<file path="src/hw/rtl/chm_pkg.sv">
// Shared types, codes and constants of the chained hash map.
`default_nettype none

package chm_pkg;

    localparam int FIELD_BITS    = 32;
    localparam int TOTAL_BITS    = 11;
    localparam int INIT_LOG      = 2;
    localparam int GROW_FAST_LOG = 9;

    localparam logic [1:0] CMD_INSERT = 2'd0;
    localparam logic [1:0] CMD_REMOVE = 2'd1;
    localparam logic [1:0] CMD_GET    = 2'd2;

    localparam logic [1:0] STAT_OK       = 2'd0;
    localparam logic [1:0] STAT_NOTFOUND = 2'd1;
    localparam logic [1:0] STAT_DUP      = 2'd2;
    localparam logic [1:0] STAT_FULL     = 2'd3;

    typedef struct packed {
        logic [1:0]            command;
        logic [FIELD_BITS-1:0] key;
        logic [FIELD_BITS-1:0] key_hash;
        logic [FIELD_BITS-1:0] value;
    } req_t;

    typedef struct packed {
        logic [1:0]            status;
        logic [FIELD_BITS-1:0] value_out;
        logic [TOTAL_BITS-1:0] entry_total;
    } rsp_t;

    typedef enum logic [3:0] {
        ST_CLEAR,
        ST_IDLE,
        ST_HEAD,
        ST_NODE,
        ST_MISS,
        ST_SCAN,
        ST_SCAN_CHK,
        ST_GROW_CHK,
        ST_G_HEAD,
        ST_G_HDAT,
        ST_G_NODE,
        ST_G_WRITE,
        ST_INS_RD,
        ST_INS_WR,
        ST_RESP
    } state_t;

    typedef enum logic [4:0] {
        OP_NONE,
        OP_CLEAR,
        OP_ACCEPT,
        OP_HEAD,
        OP_STEP,
        OP_UNLINK,
        OP_SCAN_INIT,
        OP_SCAN_RD,
        OP_SCAN_INC,
        OP_GROW_INIT,
        OP_G_HEAD,
        OP_G_HDAT,
        OP_G_NODE,
        OP_G_WRITE,
        OP_INS_RD,
        OP_INS_WR,
        OP_RESULT
    } dp_op_t;

    typedef struct packed {
        dp_op_t     op;
        logic [1:0] code;
    } ctrl_t;

    typedef struct packed {
        logic [1:0] command;
        logic       clr_done;
        logic       head_zero;
        logic       key_match;
        logic       link_zero;
        logic       cur_zero;
        logic       pool_full;
        logic       scan_at_hw;
        logic       used_bit;
        logic       grow_need;
        logic       wk_last;
        logic       gb_last;
        logic       out_free;
    } dp_stat_t;

endpackage

`default_nettype wire

</file>
<file path="src/hw/rtl/chm_ctrl.sv">
// Controller state machine of the chained hash map.
`default_nettype none

module chm_ctrl (
    input  wire                clk,
    input  wire                rst_n,
    input  wire                req_valid,
    output logic               req_stall,
    input  chm_pkg::dp_stat_t  stat,
    output chm_pkg::ctrl_t     ctrl
);

    chm_pkg::state_t state_reg;
    chm_pkg::state_t state_next;
    logic [1:0]      code_reg;
    logic [1:0]      code_next;

    always_ff @(posedge clk or negedge rst_n)
    begin
        if (!rst_n)
        begin
            state_reg <= chm_pkg::ST_CLEAR;
            code_reg  <= chm_pkg::STAT_OK;
        end
        else
        begin
            state_reg <= state_next;
            code_reg  <= code_next;
        end
    end

    // Next state.
    always_comb
    begin
        state_next = state_reg;
        case (state_reg)
            chm_pkg::ST_CLEAR:
            begin
                if (stat.clr_done)
                begin
                    state_next = chm_pkg::ST_IDLE;
                end
            end
            chm_pkg::ST_IDLE:
            begin
                if (req_valid)
                begin
                    state_next = chm_pkg::ST_HEAD;
                end
            end
            chm_pkg::ST_HEAD:
            begin
                state_next = stat.head_zero ? chm_pkg::ST_MISS : chm_pkg::ST_NODE;
            end
            chm_pkg::ST_NODE:
            begin
                if (stat.key_match)
                begin
                    state_next = chm_pkg::ST_RESP;
                end
                else if (stat.link_zero)
                begin
                    state_next = chm_pkg::ST_MISS;
                end
            end
            chm_pkg::ST_MISS:
            begin
                if (stat.command == chm_pkg::CMD_INSERT && !stat.pool_full)
                begin
                    state_next = chm_pkg::ST_SCAN;
                end
                else
                begin
                    state_next = chm_pkg::ST_RESP;
                end
            end
            chm_pkg::ST_SCAN:
            begin
                state_next = stat.scan_at_hw ? chm_pkg::ST_GROW_CHK : chm_pkg::ST_SCAN_CHK;
            end
            chm_pkg::ST_SCAN_CHK:
            begin
                state_next = stat.used_bit ? chm_pkg::ST_SCAN : chm_pkg::ST_GROW_CHK;
            end
            chm_pkg::ST_GROW_CHK:
            begin
                state_next = stat.grow_need ? chm_pkg::ST_G_HEAD : chm_pkg::ST_INS_RD;
            end
            chm_pkg::ST_G_HEAD:
            begin
                state_next = chm_pkg::ST_G_HDAT;
            end
            chm_pkg::ST_G_HDAT:
            begin
                state_next = chm_pkg::ST_G_NODE;
            end
            chm_pkg::ST_G_NODE:
            begin
                if (stat.cur_zero)
                begin
                    state_next = chm_pkg::ST_G_WRITE;
                end
            end
            chm_pkg::ST_G_WRITE:
            begin
                if (stat.wk_last)
                begin
                    state_next = stat.gb_last ? chm_pkg::ST_INS_RD : chm_pkg::ST_G_HEAD;
                end
            end
            chm_pkg::ST_INS_RD:
            begin
                state_next = chm_pkg::ST_INS_WR;
            end
            chm_pkg::ST_INS_WR:
            begin
                state_next = chm_pkg::ST_RESP;
            end
            chm_pkg::ST_RESP:
            begin
                if (stat.out_free)
                begin
                    state_next = chm_pkg::ST_IDLE;
                end
            end
            default:
            begin
                state_next = chm_pkg::ST_IDLE;
            end
        endcase
    end

    // Datapath commands and the status code of the request.
    always_comb
    begin
        ctrl.op   = chm_pkg::OP_NONE;
        ctrl.code = code_reg;
        code_next = code_reg;
        case (state_reg)
            chm_pkg::ST_CLEAR:
            begin
                ctrl.op = chm_pkg::OP_CLEAR;
            end
            chm_pkg::ST_IDLE:
            begin
                if (req_valid)
                begin
                    ctrl.op = chm_pkg::OP_ACCEPT;
                end
            end
            chm_pkg::ST_HEAD:
            begin
                if (!stat.head_zero)
                begin
                    ctrl.op = chm_pkg::OP_HEAD;
                end
            end
            chm_pkg::ST_NODE:
            begin
                if (stat.key_match)
                begin
                    case (stat.command)
                        chm_pkg::CMD_INSERT:
                        begin
                            code_next = chm_pkg::STAT_DUP;
                        end
                        chm_pkg::CMD_REMOVE:
                        begin
                            ctrl.op   = chm_pkg::OP_UNLINK;
                            code_next = chm_pkg::STAT_OK;
                        end
                        chm_pkg::CMD_GET:
                        begin
                            code_next = chm_pkg::STAT_OK;
                        end
                        default:
                        begin
                            code_next = chm_pkg::STAT_NOTFOUND;
                        end
                    endcase
                end
                else if (!stat.link_zero)
                begin
                    ctrl.op = chm_pkg::OP_STEP;
                end
            end
            chm_pkg::ST_MISS:
            begin
                if (stat.command != chm_pkg::CMD_INSERT)
                begin
                    code_next = chm_pkg::STAT_NOTFOUND;
                end
                else if (stat.pool_full)
                begin
                    code_next = chm_pkg::STAT_FULL;
                end
                else
                begin
                    ctrl.op = chm_pkg::OP_SCAN_INIT;
                end
            end
            chm_pkg::ST_SCAN:
            begin
                if (!stat.scan_at_hw)
                begin
                    ctrl.op = chm_pkg::OP_SCAN_RD;
                end
            end
            chm_pkg::ST_SCAN_CHK:
            begin
                if (stat.used_bit)
                begin
                    ctrl.op = chm_pkg::OP_SCAN_INC;
                end
            end
            chm_pkg::ST_GROW_CHK:
            begin
                if (stat.grow_need)
                begin
                    ctrl.op = chm_pkg::OP_GROW_INIT;
                end
            end
            chm_pkg::ST_G_HEAD:
            begin
                ctrl.op = chm_pkg::OP_G_HEAD;
            end
            chm_pkg::ST_G_HDAT:
            begin
                ctrl.op = chm_pkg::OP_G_HDAT;
            end
            chm_pkg::ST_G_NODE:
            begin
                if (!stat.cur_zero)
                begin
                    ctrl.op = chm_pkg::OP_G_NODE;
                end
            end
            chm_pkg::ST_G_WRITE:
            begin
                ctrl.op = chm_pkg::OP_G_WRITE;
            end
            chm_pkg::ST_INS_RD:
            begin
                ctrl.op = chm_pkg::OP_INS_RD;
            end
            chm_pkg::ST_INS_WR:
            begin
                ctrl.op   = chm_pkg::OP_INS_WR;
                code_next = chm_pkg::STAT_OK;
            end
            chm_pkg::ST_RESP:
            begin
                if (stat.out_free)
                begin
                    ctrl.op = chm_pkg::OP_RESULT;
                end
            end
            default:
            begin
            end
        endcase
    end

    assign req_stall = (state_reg != chm_pkg::ST_IDLE);

endmodule

`default_nettype wire

</file>
<file path="config.mk">
export PLATFORM = sky130hd
export DESIGN_NAME = chm_ctrl
export DESIGN_NICKNAME = d
export VERILOG_FILES = /design/src/hw/rtl/chm_pkg.sv /design/src/hw/rtl/chm_ctrl.sv
export SDC_FILE = /design/constraint.sdc
export NUM_CORES = 1
export LEC_CHECK = 0
export BUFFER_PORTS_ARGS = -buffer_cell sky130_fd_sc_hd__buf_4
export CAP_MARGIN = 20
export CORE_UTILIZATION = 44
export DETAILED_ROUTE_END_ITERATION = 16
export PLACE_DENSITY = 0.74
export RECOVER_POWER = 25
export SLEW_MARGIN = 20
export SYNTH_ARGS = -nofsm -noshare
export SYNTH_HDL_FRONTEND = slang
export SYNTH_SLANG_ARGS = --single-unit
</file>
<file path="constraint.sdc">
create_clock -name clk -period 1.5 [get_ports clk]
set_input_delay 0.15 -clock clk [delete_from_list [all_inputs] [get_ports clk]]
set_output_delay 0.15 -clock clk [all_outputs]
set_load 0.05 [all_outputs]
</file>
==> metrics.yaml, run 1 <==
postGrtWorstEndpoint: "ctrl[2]"
grt_max_degree: 10
clockBufferDepth: 2
ios: 25
lastStage: "global routing"
root_buffer: "clkbuf_4"
hpwl_mm: 1.93
outcome: "stopped before the end"
io_buffers: 24
syn_inst: 101
yosysUniqueCellTypes: 41
ys.flop_type: "dfrtp_1"
synth_area_um2: 763
ys_ff_latch: 6
initial_core_util_pct: 49.0
numClockSinks: 6
fp.dieH_um: 43.7
gp_congestion: 0.866
die_w_um: 43.7
syn_area_per_cell_um2: 7.56
endpoint_type: "top-level output"
error: "[ERROR DPL-0038] Utilization greater than 100%, impossible to legalize"
syn_nets: 118
cts_buffers: 3
rows: 14
synth_edf_count: 0
synth_warnings: 0
synth-async-reset-ratio_pct: 100
ys_seq_area_share_pct: 19.7
cts_htree_levels: 1
synth_stat cells (all sizes together) (3+ instances only):
cell | count | area (um2)
a21oi | 7 | 35.0
buf | 9 | 53.8
dfrtp | 6 | 150
inv | 7 | 26.3
mux2 | 3 | 41.3
nand2 | 8 | 30.0
nand2b | 4 | 25.0
nand3 | 6 | 35.0
nor2 | 9 | 33.8
nor2b | 3 | 21.3
nor3b | 3 | 22.5
o21ai | 5 | 25.0
o22ai | 4 | 25.0
logic make-up after synthesis:
kind of cell / after synthesis / share of synthesized area (%)
compound gates: 36 / 34.6
mux: 4 / 6.72
flops: 6 / 19.7
simple gates: 39 / 28.5
buf+inv: 16 / 10.5
repair_timing:
action                     in CTS
hold endpoints to repair        6
setup endpoints to repair      11
setup buffers                   8
pin swaps                      14
gates resized for setup        42
hold buffers                    1
metrics by stage:
| stage | cells | util, % | hold WS [ns] | cell area (um2) | worst slack, ns |
|---|---|---|---|---|---|
| 2_1_floorplan | 101 | - | -0.146 | 806 | -0.142 |
| 3_3_place_gp | 161 | 75.0 | -0.0419 | 1170 | -0.0773 |
| 3_5_place_dp | 161 | 75.0 | -0.0369 | 1170 | -0.168 |
| 4_1_cts | 171 | 90.2 | 0.130 | 1410 | -0.168 |
==> run 2: changes to the inputs <==
--- a/config.mk
+++ b/config.mk
@@ -7,9 +7,10 @@
 export LEC_CHECK = 0
 export BUFFER_PORTS_ARGS = -buffer_cell sky130_fd_sc_hd__buf_4
 export CAP_MARGIN = 20
-export CORE_UTILIZATION = 44
+export CORE_AREA = 2 2 63 65
 export DETAILED_ROUTE_END_ITERATION = 16
-export PLACE_DENSITY = 0.74
+export DIE_AREA = 0 0 65 67
+export PLACE_DENSITY_LB_ADDON = 0.15
 export RECOVER_POWER = 25
 export SLEW_MARGIN = 20
 export SYNTH_ARGS = -nofsm -noshare
==> constraint.sdc (replaced) <==
create_clock -name clk -period 2 [get_ports clk]
set_input_delay 0.2 -clock clk [delete_from_list [all_inputs] [get_ports clk]]
set_output_delay 0.2 -clock clk [all_outputs]
set_load 0.05 [all_outputs]
==> run 2 against run 1 <==
The flow now finishes without violations. Synthesized area did not move. Synthesized cell count did not move.
==> metrics.yaml, run 2 <==
dp_slack_ns: 0.328
yosys.area_share.simple_pct: 28.5
cts_setup_buffers: 0
synth_edf_count: 0
synth_area_um2: 763
synth-xor-area-share_pct: 0
yosys.area.top_type: "dfrtp_1"
drcViolationCount: 0
yosys-top-cells-area: "dfrtp_1 20%, a21oi_1 4.6%, buf_2 4.6%, nor2_1 4.4%, mux2_4 3.9%"
leakage_nw: 0.483
crit_arrival_ns: 1.68
grt_overflow: 0
synthTopCellsByCount: "9 x nor2_1, 8 x nand2_1, 7 x a21oi_1, 7 x buf_2, 6 x dfrtp_1"
die_w_um: 65
ios: 25
clock_latency_ns: 0.22
tightest_slew_ns: 0.446
initial_core_util_pct: 21.2
fin_crit_sh_pct: 94.2
timing.slew.headroom_pct: 69.8
slew_violations: 0
ys_ff_latch: 6
largest_register_ffs: 4
synth_warnings: 0
synth_top_family_by_area: "compound AO/OA/AOI/OAI gates"
io_buffers: 24
cts_buffers: 3
hp-class: "primary input to register"
r2r-end: "state_reg[0]"
clkTransAtPathRegs_ns: 0.04
cp.required_ns: 1.80
yosysMostFrequentCell: "nor2_1"
crit_end: "ctrl[4]"
n_antenna_cell: 0
maxCapViolations: 0
hpwl_mm: 1.90
numClockSinks: 6
crit_path_end_kind: "primary output"
yosysUniqueCellTypes: 41
crit_path_max_fanout: 11
worstSetupStartpointType: "register"
grt_max_degree: 24
grt_pass1_wl_mm: 3.82
syn_inst: 101
fin_ws_ns: 0.116
setup_viol: 0
layout_commonest_cell: "buf_4"
finalSetupTns_ns: 0
cts_hold_buf: 1
reg2reg_from: "state_reg[2]"
root_buffer: "clkbuf_8"
fin_skew_ns: 0.00438
fp.dieH_um: 67
grt_usage_pct: 11.2
viasPerCell: 4.98
cts_tree: "built"
ys_seq_area_share_pct: 19.7
yosysTopAreaCellShare_pct: 19.7
synthAdderAreaFrac_pct: 0
initialDrtViolationCount: 38
grt_pass1_vias: 831
holdWs_ns: 0.204
max_freq_mhz: 531
dr.pass1.iters: 4
synth_compound_area_share_pct: 34.6
num-nets-final: 149
syn_area_per_cell_um2: 7.56
ant_nets: 0
ir_drop_uv: 384
syn_nets: 118
finalPower_mw: 1.93
outcome: "complete, no violations"
rrSetupSlack_ns: 0.32
vias: 887
clockBufferDepth: 2
fill_cells: 391
cts-resized-gates: 0
cts_htree_levels: 1
core-area_mm2: 0.00361
ys.flop_type: "dfrtp_1"
routed_wl_mm: 2.38
area_delta_synth_final_pct: 43.0
rsz0062_at_grt: "no"
power.density_mw_per_mm2: 1770
period_needed_ns: 1.88
worst-r2r-cell-count: 5
gp_congestion: 0.793
final_cell_mix: "32 x buf_4, 9 x nor2_1, 8 x nand2_1"
muxShareOfSynthArea_pct: 6.72
synth-async-reset-ratio_pct: 100
rows: 22
antenna_found_initial: 0
wl_per_cell_um: 13.3
drive_gt1_share_pct: 35.4
critical_path_class: "register to primary output"
die_area_mm2: 0.00436
hold_viol: 0
crit_start: "state_reg[2]"
[run 2: cell counts after synthesis]
No cell type changed its count.
[run 2: layer usage]
metal  up-vias  track usage, %  share of wire, %
met5         -               0                 0
met4         0            1.60                 0
met3         0            2.53               3.6
met2        15            18.3                49
met1       428            15.3                47
li1        444               -                 -
[run 2: logic make-up after synthesis]
kind of cell | Yosys count
AND/OR/NAND/NOR | 39
AO/OA/AOI/OAI | 36
multiplexers | 4
flip-flops | 6
buffers and inverters | 16
[run 2: cell type report]
type	count	area (um2)	share of cell area, %
Multi-Input combinational cell	79	539	49.4
Timing Repair Buffer	35	274	25.1
Sequential cell	6	150	13.8
Tap cell	48	60.1	5.50
Clock buffer	3	41.3	3.78
Inverter	7	26.3	2.41
[run 2: critical path, stage by stage, from the launching register on]
cell	delay [ns]
dfrtp_1	0.37
buf_4	0.17
nor4bb_1	0.43
a32oi_2	0.14
nand3_1	0.15
buf_4	0.21
[run 2: stage by stage]
stage | utilization [%] | instances | cell area, um2
after floorplan | - | 101 | 769
after global placement | 28.9 | 174 | 1040
after detailed placement | 28.9 | 174 | 1040
after CTS | 30.4 | 178 | 1090
after global routing | 30.3 | 178 | 1090
final | 30.3 | 178 | 1090
[run 2: worst min-delay path by stage]
stage	start	end	slack, ns	cells past startpoint
after floorplan	rst_n	code_reg[0]	-0.1	0
after global placement	rst_n	code_reg[0]	0.01	1
after detailed placement	rst_n	code_reg[0]	0.02	1
after CTS	stat[0]	state_reg[2]	0.20	2
after global routing	stat[0]	state_reg[2]	0.22	2
final	stat[0]	state_reg[2]	0.20	2
[run 2: report_power, final]
| group | switching [mW] | internal, mW | leakage (nW) | total, mW |
|---|---|---|---|---|
| registers | 0.0744 | 0.184 | 0.0731 | 0.258 |
| clock network | 0.0533 | 0.129 | 0.0216 | 0.183 |
| logic | 0.895 | 0.592 | 0.389 | 1.49 |
| total | 1.02 | 0.905 | 0.483 | 1.93 |
(Power assumes the default switching activity.)
